===== config.mk =====
export PLATFORM = sky130hd
export DESIGN_NAME = gsa_cell_unit
export DESIGN_NICKNAME = d
export VERILOG_FILES = /design/src/hw/rtl/gsa_pkg.sv /design/src/hw/rtl/gsa_cell_unit.sv
export SDC_FILE = /design/constraint.sdc
export NUM_CORES = 1
export LEC_CHECK = 0
export BUFFER_PORTS_ARGS = -buffer_cell sky130_fd_sc_hd__clkbuf_2
export CORE_AREA = 10 10 98 117
export DETAILED_ROUTE_END_ITERATION = 7
export DIE_AREA = 0 0 108 127
export GPL_ROUTABILITY_DRIVEN = 1
export PLACE_DENSITY = 0.66
export SYNTH_ARGS = -nofsm -noshare
export SYNTH_HDL_FRONTEND = slang
export SYNTH_SLANG_ARGS = --single-unit

===== constraint.sdc =====
create_clock -name vclk -period 7
set_input_delay 0.35 -clock vclk [all_inputs]
set_output_delay 0.35 -clock vclk [all_outputs]
set_load 0.01 [all_outputs]

===== src/hw/rtl/gsa_pkg.sv =====
// ----------------------------------------------------------------------------
// gsa_pkg: shared types and constants
// Codes, score width and helpers for the global sequence alignment block.
// ----------------------------------------------------------------------------
`default_nettype none
package gsa_pkg;

   // score cells are kept exactly at this width; results are 14 bits
   localparam int SCORE_W = 16;
   localparam int VALUE_W = 14;

   typedef logic signed [SCORE_W-1:0] score_type;
   typedef logic signed [VALUE_W-1:0] value_type;

   // item actions
   typedef enum logic [1:0] {
      ACT_APPEND_X = 2'd0,
      ACT_APPEND_Y = 2'd1,
      ACT_ALIGN    = 2'd2,
      ACT_NONE     = 2'd3
   } action_type;

   // result kinds
   typedef enum logic [2:0] {
      KIND_SCORE  = 3'd0,
      KIND_LENGTH = 3'd1,
      KIND_XCOUNT = 3'd2,
      KIND_XPOS   = 3'd3,
      KIND_YCOUNT = 3'd4,
      KIND_YPOS   = 3'd5
   } kind_type;

   // register indexes
   localparam logic [1:0] REG_MATCH    = 2'd0;
   localparam logic [1:0] REG_MISMATCH = 2'd1;
   localparam logic [1:0] REG_GAP      = 2'd2;

   typedef enum logic [1:0] {
      MOVE_DIAG = 2'd0,
      MOVE_UP   = 2'd1,
      MOVE_LEFT = 2'd2
   } move_type;

   typedef enum logic [4:0] {
      ST_IDLE,
      ST_ROW0,
      ST_COL0,
      ST_FRD,
      ST_FCALC,
      ST_SRD,
      ST_SCAP,
      ST_TCHK,
      ST_TRD0,
      ST_TRD1,
      ST_TRD2,
      ST_TDEC,
      ST_ESCORE,
      ST_ELEN,
      ST_EXCNT,
      ST_EXPOS,
      ST_EYCNT,
      ST_EYPOS
   } state_type;

   // operands of the shared cell unit
   typedef struct packed {
      score_type diag;
      score_type up;
      score_type left;
      score_type cur;
      logic      eq;
   } cell_in_type;

   typedef struct packed {
      score_type best;
      move_type  move;
   } cell_out_type;

   // clamp a score to the result range
   function automatic value_type sat_value(input score_type s);
      value_type r;
      if (s < -score_type'(8192)) begin
         r = value_type'(-8192);
      end else if (s > score_type'(8191)) begin
         r = value_type'(8191);
      end else begin
         r = s[VALUE_W-1:0];
      end
      return r;
   endfunction

endpackage
`default_nettype wire


===== src/hw/rtl/gsa_cell_unit.sv =====
// ----------------------------------------------------------------------------
// gsa_cell_unit: shared score cell unit
// Forms the three candidate scores of a cell, picks the best for the fill and
// the traceback move for a known cell value.
// ----------------------------------------------------------------------------
`default_nettype none
module gsa_cell_unit
   import gsa_pkg::*;
(
   input  cell_in_type  cell_in,
   input  logic [7:0]   match_score,
   input  logic [7:0]   mismatch_penalty,
   input  logic [7:0]   gap_penalty,
   output cell_out_type cell_out
);

   score_type ms_s;
   score_type mp_s;
   score_type gp_s;
   score_type dterm;
   score_type uterm;
   score_type lterm;
   score_type best;

   assign ms_s = score_type'({{(SCORE_W-8){1'b0}}, match_score});
   assign mp_s = score_type'({{(SCORE_W-8){1'b0}}, mismatch_penalty});
   assign gp_s = score_type'({{(SCORE_W-8){1'b0}}, gap_penalty});

   // candidates from diagonal, up and left
   assign dterm = cell_in.eq ? (cell_in.diag + ms_s) : (cell_in.diag - mp_s);
   assign uterm = cell_in.up - gp_s;
   assign lterm = cell_in.left - gp_s;

   // maximum, earlier candidate wins ties
   always_comb begin
      best = dterm;
      if (uterm > best) begin
         best = uterm;
      end
      if (lterm > best) begin
         best = lterm;
      end
   end

   // traceback priority: diagonal, then up, then left
   always_comb begin
      cell_out.best = best;
      if (cell_in.cur == dterm) begin
         cell_out.move = MOVE_DIAG;
      end else if (cell_in.cur == uterm) begin
         cell_out.move = MOVE_UP;
      end else begin
         cell_out.move = MOVE_LEFT;
      end
   end

endmodule
`default_nettype wire


==> metrics.md, run 1 <==
| Metric | Value |
|---|---|
| Cell total after placement | ~750 |
| GRT Total Usage | 0.167 |
| Share of the synthesized area in the top cell type | 0.218 |
| Antenna viol nets, final | 0 |
| Die Ht | 127 um |
| Mean Syn Cell Area | between 7 and 8 sq um |
| Residual DRC count | 0 |
| Synth area leaders | ha_1, xnor2_1, xor2_1 |
| Final non-filler cell total | around 770 |
| Flop pwr share | 0 |
| Share of layout cells above drive strength 1 | 0.380 |
| Netlist area before placement | between 3000 and 4000 sq um |
| ANT cells | 0 |
| Status | complete, but fails checks |
| Area of the multi-input gates | 3590 sq um |
| Sequential cell count | 0 |
| Largest net degree at the start of global routing | 12 |
| Cell family with most CP delay | compound AO/OA/AOI/OAI gates |
| Hold_buf cts | 0 |
| RSZ-0062 raised after global routing | yes |
| Vias per cell | between 5 and 6 |
| Syn_nets | roughly 620 |
| Hpwl dp | around 11000 um |
| Worst Path Max Fanout | 8 |
| Initial antenna violation count | 0 |
| Max_slew headroom | 0.595 |
| Minimum clock period | 7.26 ns |
| CP Launch Type | primary input |
| Final Cycle Share | 1.04 |
| DIE AREA | 13700 sq um |
| First-pass GRT wire length | about 20000 um |
| Layout net count | approximately 800 |
| Yosys cell types | between 50 and 60 |
| Reg area | 0 sq um |
| Actual transition at the worst max-transition pin | between 0.6 and 0.7 ns |
| Clock power frac | 0 |
| Starting Density | 0.382 |
| Sw Ratio | 0.497 |
| Sequential share of the synthesized area | 0 |
| Worst path slowest cell | o41ai_1 |
| Comb pwr share | 1.000 |
| Int Pwr | ~0.00047 W |
| CP peak stage delay | 0.39 ns |
| # setup viols final | 16 |
| Total length of routed wires | 12200 um |
| Worst EP required | between 6 and 7 ns |
| Area grow syn2layout | 43.0% |
| # IOs | 107 |
| Rows | 39 |
| Core area | about 9300 sq um |
| Worst Path Class, Setup | in -> out |
| Switching power of the nets | around 0.00047 W |
| FMAX | between 100 and 150 MHz |
| CP Capture Type | output port |
| Critical Path Start | mismatch_penalty[2] |
| # Max-Cap Violations | 0 |
| Post-Syn Instances | between 400 and 500 |
| FILL cells | around 900 |
| Horiz. Die Dim | approximately 110 um |
| PnR Total Power | between 0.0009 and 0.001 W |
| Crit path buf inv count | 9 |
| Total grt overflow | 0 |
| Clock buffers | 0 |
| Routed vias | slightly above 4000 |
| Synth warn | 0 |
| Hold Startpoint | cell_in[29] |
| WP data arrival | around 6.9 ns |
| Vias in the first global route | ~4300 |
| Pwr per Cell Area | 184 nW/um^2 |
| Failing checks | setup timing |
| Final hold violations | 0 |
| Cell accounting for the most synthesized area | ha_1 |
| Wire per inst | 15.9 um |
| Port bufs | ~110 |
| Crit path top cell by count | o21a_1 |
| Slew Limit Fails | 0 |
| Leak | around 2.6 nW |
| Final WS setup | -0.261 ns |
| Peak supply drop | ~0.17 mV |
| Drt first pass iters | 4 |
| Tightest Hold Check Type | in -> out |
| Iteration-0 DRC Markers | ~110 |
| GP Congestion | 0.924 |
## per-stage QoR
stage	TNS [ns]	instance area [sq um]	hold slack, ns	util	setup slack (ns)
after floorplan	-0.214	3610	0.888	-	-0.0155
after global routing	-7.81	5090	1.17	0.546	-0.535
final	-3.65	5090	1.13	0.546	-0.261
after detailed placement	-6.64	4730	1.12	0.507	-0.440
after global placement	-3.17	4730	1.12	0.507	-0.221
after CTS	-2.14	4960	1.13	0.532	-0.169
## what timing repair did
item | 4_1_cts | 5_1_grt
pin swaps | 21 | 22
buffers inserted | 12 | 5
endpoints found under the setup margin | 16 | 16
cloned | 1 | 0
gates resized for setup | 29 | 38
## cells in the final DEF (no fill, tap or decap), types with 4 or more instances in the layout
cell      Yosys  layout
mux2i_1      24      13
o21ai_2       0       6
o21ai_1       3       4
nand2_2       0       4
ha_1         62      60
nor4_1       10       8
xnor2_2       3       5
nand2_1      30      24
nor2_1       18      17
o21bai_1      5       5
buf_4         0      72
nor2b_1       6       6
o21a_1       13      13
mux2i_2       0      11
a211oi_1      5       5
a31oi_1       5       4
nand2b_1      6       6
a21oi_2       4       7
buf_2         1      11
a21o_1       11      11
nand4_1      10      10
o21ai_0      24      16
nor3_1       12      11
o211ai_1      4       4
clkbuf_2      0      93
inv_1        49      47
xnor2_1      37      35
nand3_1       9       7
xor2_1       35      35
a21oi_1      29      25
## worst paths after layout
| check | to | depth (start not counted) |
|---|---|---|
| worst max-delay path | cell_out[8] | 37 |
| worst min-delay path | cell_out[14] | 5 |
## layer usage
| layer | global-route usage | vias up | share of wire |
|---|---|---|---|
| met3 | 0.0277 | 2 | 0.060 |
| met1 | 0.197 | 1897 | 0.43 |
| met5 | 0 | - | 0 |
| met2 | 0.318 | 91 | 0.51 |
| li1 | - | 2055 | - |
| met4 | 0.00630 | 0 | 0.0011 |
## power by group through the flow
stage / logic (W) / clock network, W / registers [W]
final: 0.000936 / 0 / 0
after global routing: 0.00103 / 0 / 0
after CTS: 0.000912 / 0 / 0
after detailed placement: 0.000838 / 0 / 0
after global placement: 0.000824 / 0 / 0
after floorplan: 0.000541 / 0 / 0
## synth_stat cells, types with 10 or more instances
master    n
a21o_1   11
o21a_1   13
nor3_1   12
nand4_1  10
xnor2_1  37
inv_1    49
nor2_1   18
nand2_1  30
xor2_1   35
mux2i_1  24
ha_1     62
a21oi_1  29
nor4_1   10
o21ai_0  24
## cell type report
type / instances / share of cell area
Timing Repair Buffer: 183 / 0.229
Multi-Input combinational cell: 413 / 0.704
Tap cell: 123 / 0.0302
Inverter: 49 / 0.0361
## logic make-up after synthesis
family / count (synthesis) / share of synthesized area
AO/OA/AOI/OAI: 123 / 0.235
XOR/XNOR: 79 / 0.218
adder cells (fa/ha/maj): 66 / 0.238
buffers and inverters: 55 / 0.0604
multiplexers: 28 / 0.0801
AND/OR/NAND/NOR: 117 / 0.169
No activity file was read; power rests on OpenSTA's default activity.
==> run 2: changes to the inputs <==
- CELL_PAD_IN_SITES_DETAIL_PLACEMENT: unset -> 1
- CELL_PAD_IN_SITES_GLOBAL_PLACEMENT: unset -> 1
- CORE_AREA: 10 10 98 117 -> 10 10 102 122
- DIE_AREA: 0 0 108 127 -> 0 0 112 132
- PLACE_DENSITY: 0.66 -> unset
- PLACE_DENSITY_LB_ADDON: unset -> 0.1
==> metrics.md, run 2 (synthesis results as in run 1) <==
| Metric | Value |
|---|---|
| Layout net count | 807 (+0.75%) |
| Area of the multi-input gates | 3580 sq um (-0.17%) |
| GP Congestion | 0.877 (-5.1%) |
| Residual DRC count | 0 (unchanged) |
| Worst EP required | 6.65 ns (about the same) |
| Drt first pass iters | 4 (unchanged) |
| # IOs | 107 (unchanged) |
| Wire per inst | 17.5 um (+10%) |
| GRT Total Usage | 0.172 (+0.00508) |
| Switching power of the nets | 0.000480 W (+3.2%) |
| Routed vias | 4112 (+1.7%) |
| DIE AREA | 14800 sq um (+7.8%) |
| WP data arrival | 6.88 ns (-0.03 ns) |
| Max_slew headroom | 0.532 (-0.0629) |
| Int Pwr | 0.000481 W (+2.1%) |
| Port bufs | 107 (unchanged) |
| Core area | 9960 sq um (+6.9%) |
| FILL cells | 1247 (+38%) |
| Peak supply drop | 0.132 mV (-22%) |
| Tightest Hold Check Type | in -> out |
| RSZ-0062 raised after global routing | yes |
| End point of the critical path | cell_out[16] |
| Horiz. Die Dim | 112 um (+3.7%) |
| Initial antenna violation count | 0 (unchanged) |
| Actual transition at the worst max-transition pin | 0.696 ns (+0.0937 ns) |
| Commonest non-fill, non-tap cell in the layout | clkbuf_2 |
| CP peak stage delay | 0.34 ns (-0.05 ns) |
| Failing checks | setup timing |
| Slew Limit Fails | 0 (unchanged) |
| ANT cells | 0 (unchanged) |
| Share of layout cells above drive strength 1 | 0.378 (-0.00196) |
| Iteration-0 DRC Markers | 78 (-31%) |
| Reg area | 0 sq um (unchanged) |
| Final non-filler cell total | 777 (+1.2%) |
| Pwr per Cell Area | 187 nW/um^2 (+1.7%) |
| FMAX | 138 MHz (+0.39%) |
| Worst Path Max Fanout | 5 (-3) |
| Worst Path Class, Setup | in -> out |
| Area grow syn2layout | 44.3% |
| Commonest cells after routing, fill and taps aside | clkbuf_2, buf_4, ha_1, inv_1, xnor2_1 |
| Sw Ratio | 0.500 (+0.00282) |
| Die Ht | 132 um (+3.9%) |
| CP Launch Type | primary input |
| Flop pwr share | 0 (unchanged) |
| Cell total after placement | 762 (+1.3%) |
| First-pass GRT wire length | 22000 um (+12%) |
| # setup viols final | 16 (unchanged) |
| Largest net degree at the start of global routing | 21 (+9) |
| Rows | 40 (+2.6%) |
| Minimum clock period | 7.23 ns (-0.0283 ns) |
| Critical Path Start | mismatch_penalty[3] |
| Starting Density | 0.358 (-0.0245) |
| Antenna viol nets, final | 0 (unchanged) |
| Status | complete, but fails checks |
| Clock buffers | 0 (unchanged) |
| Vias per cell | 5.29 (+0.48%) |
| # Max-Cap Violations | 0 (unchanged) |
| Hpwl dp | 11600 um (+11%) |
| Final WS setup | -0.233 ns (+0.0283 ns) |
| Comb pwr share | 1.000 (about the same) |
| CP Capture Type | output port |
| Clock power frac | 0 (unchanged) |
| Leak | 2.59 nW (+0.68%) |
| Total length of routed wires | 13600 um (+11%) |
| Total grt overflow | 0 (unchanged) |
| Hold_ws | 1.13 ns (-0.00140 ns) |
| Vias in the first global route | 4673 (+8.1%) |
| Sequential cell count | 0 (unchanged) |
| Worst path slowest cell | maj3_2 |
| Crit path top cell by count | o21a_1 |
| Final Cycle Share | 1.03 (-0.00404) |
| Final hold violations | 0 (unchanged) |
run 2: power by group through the flow:
stage | combinational (W) | sequential (W) | clock, W
after global placement | 0.000847 | 0 | 0
after CTS | 0.000946 | 0 | 0
after global routing | 0.00106 | 0 | 0
after floorplan | 0.000541 | 0 | 0
final | 0.000961 | 0 | 0
after detailed placement | 0.000870 | 0 | 0
run 2: timing repair:
item / CTS / global route
setup endpoints to repair: 16 / 16
gates resized for setup: 18 / 44
buffers inserted: 10 / 4
hold buffers: 0 / 0
cloned: 2 / 0
pin swaps: 19 / 18
run 2: critical path, delay by kind of cell:
kind                       cells  cell delay (ns)
AOI/OAI and AO/OA             16             2.73
xor gates and xnor gates       1             0.09
adders and majority gates      5             1.43
buffers and inverters          4             0.53
muxes                          2             0.59
and+or+nand+nor                9             1.16
run 2: metrics by stage:
stage,cell area [sq um],total power [W],worst slack (ns),setup TNS (ns),utilization
finish,5140,0.000961,-0.233,-3.08,0.516
global route,5140,0.00106,-0.630,-9.74,0.516
CTS,4990,0.000946,-0.266,-3.36,0.501
detailed placement,4800,0.000870,-0.507,-7.55,0.482
global placement,4800,0.000847,-0.261,-3.93,0.482
floorplan,3610,0.000541,-0.0155,-0.214,-
run 2: area by class of cell:
cell class         count  area share
inverters             49      0.0358
multi-input cells    413       0.697
well taps            126      0.0307
repair buffers       189       0.237
run 2: metal layers:
metal	routed length, um	GRT usage
met5	0	0
met4	388	0.0424
met3	688	0.0291
met2	7130	0.331
met1	5380	0.187
run 2: worst min path at each step:
stage | startpoint | endpoint | slack, ns | cells after the start
6_report | cell_in[12] | cell_out[0] | 1.13 | 5
5_1_grt | cell_in[31] | cell_out[16] | 1.18 | 5
4_1_cts | cell_in[16] | cell_out[0] | 1.14 | 5
3_5_place_dp | cell_in[12] | cell_out[0] | 1.13 | 5
3_3_place_gp | cell_in[29] | cell_out[14] | 1.13 | 5
2_1_floorplan | cell_in[16] | cell_out[0] | 0.89 | 3
==> run 3: changes to the inputs <==
- CORE_AREA: 10 10 102 122 -> 10 10 98 117
- DIE_AREA: 0 0 112 132 -> 0 0 108 127
- clock period: 7 -> 8.7 ns (I/O delays scaled with it)
==> metrics.md, run 3 (synthesis results as in run 1) <==
| Metric | Value |
|---|---|
| Worst path slowest cell | a211o_1 |
| Vias per cell | 5.50 (+4.0%) |
| Sw Ratio | 0.558 (+0.0580) |
| Hold_buf cts | 0 (unchanged) |
| GRT Total Usage | 0.168 (-0.00412) |
| Reg area | 0 sq um (unchanged) |
| DIE AREA | 13700 sq um (-7.2%) |
| Flop pwr share | 0 (unchanged) |
| Iteration-0 DRC Markers | 81 (+3.8%) |
| Wire per inst | 17.1 um (-2.1%) |
| Final hold violations | 0 (unchanged) |
| Cell total after placement | 697 (-8.5%) |
| Leak | 2.19 nW (-16%) |
| Antenna viol nets, final | 0 (unchanged) |
| Die Ht | 127 um (-3.8%) |
| Residual DRC count | 0 (unchanged) |
| # setup viols final | 0 (-16) |
| Drt first pass iters | 4 (unchanged) |
| Worst Path Max Fanout | 12 (+7) |
| Final Cycle Share | 0.939 |
| # Max-Cap Violations | 0 (unchanged) |
| Minimum clock period | slightly above 8 ns |
| WP data arrival | 7.73 ns (+0.85 ns) |
| Worst EP required | 8.27 ns (+1.62 ns) |
| Commonest non-fill, non-tap cell in the layout | clkbuf_2 |
| RSZ-0062 raised after global routing | no |
| Tightest Hold Check Type | in -> out |
| CP Launch Type | primary input |
| Starting Density | 0.382 (+0.0245) |
| Rows | 39 (-2.5%) |
| Comb pwr share | 1.000 (about the same) |
| Final non-filler cell total | 698 (-10%) |
| Status | finished, final reports clean |
| Crit path top cell by count | o21a_1 |
| CP Capture Type | output port |
| First-pass GRT wire length | 19500 um (-11%) |
| Core area | 9320 sq um (-6.4%) |
| Largest net degree at the start of global routing | 22 (+4.8%) |
| Pwr per Cell Area | 138 nW/um^2 (-26%) |
| Worst Path Class, Setup | in -> out |
| Slew Limit Fails | 0 (unchanged) |
| PnR Total Power | 0.000592 W (-38%) |
| Clock buffers | 0 (unchanged) |
| Sequential cell count | 0 (unchanged) |
| Final setup TNS | 0 ns (+3.08 ns) |
| ANT cells | 0 (unchanged) |
| Port bufs | 107 (unchanged) |
| Max_slew headroom | 0.609 (+0.0763) |
| Actual transition at the worst max-transition pin | 0.582 ns (-0.115 ns) |
| Layout net count | 731 (-9.4%) |
| Horiz. Die Dim | 108 um (-3.6%) |
| Total length of routed wires | 12000 um (-12%) |
| FILL cells | 1242 (-0.40%) |
| Peak supply drop | 0.0817 mV (-38%) |
| FMAX | 122 MHz |
| CP peak stage delay | 0.35 ns (about the same) |
| Share of layout cells above drive strength 1 | 0.237 (-0.141) |
| Switching power of the nets | 0.000330 W (-31%) |
| Total grt overflow | 0 (unchanged) |
| GP Congestion | 0.864 (-1.4%) |
| Vias in the first global route | 4254 (-9.0%) |
| Clock power frac | 0 (unchanged) |
| Area of the multi-input gates | 3360 sq um (-6.0%) |
| Int Pwr | 0.000262 W (-46%) |
| Initial antenna violation count | 0 (unchanged) |
| Hpwl dp | 11000 um (-5.5%) |
| Area grow syn2layout | 20.3% |
| # IOs | 107 (unchanged) |
| Routed vias | 3841 (-6.6%) |
| Commonest cells after routing, fill and taps aside | clkbuf_2, ha_1, inv_1, xnor2_1, xor2_1 |
==> run 3: cell count changes in the layout (fill, tap and decap cells not counted), sizes merged <==
| cell | previous run | this run |
|---|---|---|
| buf | 95 | 6 |
| clkbuf | 94 | 107 |
==> run 3: final cells by class <==
| cell class | count | share of cell area |
|---|---|---|
| Timing Repair Buffer | 113 | 0.136 |
| Inverter | 49 | 0.0429 |
| Multi-Input combinational cell | 413 | 0.785 |
| Tap cell | 123 | 0.0359 |
==> run 3: path summary, 6_finish.rpt <==
| path | slack [ns] | to | cells after the start | from |
|---|---|---|---|---|
| setup / recovery | 0.53 | cell_out[10] | 37 | mismatch_penalty[2] |
| hold / removal | 1.30 | cell_out[17] | 4 | cell_in[32] |
==> run 3: critical path: cells and delay by family <==
kind	cells	cell delay [ns]
buffers and inverters	4	0.72
and+or+nand+nor	7	1.12
xor gates and xnor gates	1	0.14
adders and majority gates	5	1.46
muxes	3	0.72
AOI/OAI and AO/OA	17	3.13
==> run 3: per-layer routing <==
layer  share of wire  GRT usage
met2            0.53      0.330
met1            0.40      0.182
met4           0.015     0.0236
met3           0.051     0.0297
met5               0          0
==> run 3: per-stage QoR <==
step | utilization | worst slack [ns] | hold slack [ns] | area, sq um
detailed placement | 0.458 | 0.289 | 1.31 | 4260
global placement | 0.458 | 0.642 | 1.30 | 4260
finish | 0.460 | 0.533 | 1.30 | 4290
CTS | 0.458 | 0.277 | 1.31 | 4260
global route | 0.460 | 0.0204 | 1.37 | 4290
floorplan | - | 1.29 | 1.06 | 3560
==> run 3: timing repair <==
action | CTS | global route
resized for setup | 0 | 4
buffers inserted | 0 | 1
setup endpoints to repair | 0 | 13
==> run 3: power groups by stage <==
| stage | Sequential [W] | Clock [W] | Combinational, W |
|---|---|---|---|
| 2_1_floorplan | 0 | 0 | 0.000409 |
| 3_3_place_gp | 0 | 0 | 0.000574 |
| 3_5_place_dp | 0 | 0 | 0.000589 |
| 4_1_cts | 0 | 0 | 0.000593 |
| 5_1_grt | 0 | 0 | 0.000666 |
| 6_report | 0 | 0 | 0.000592 |
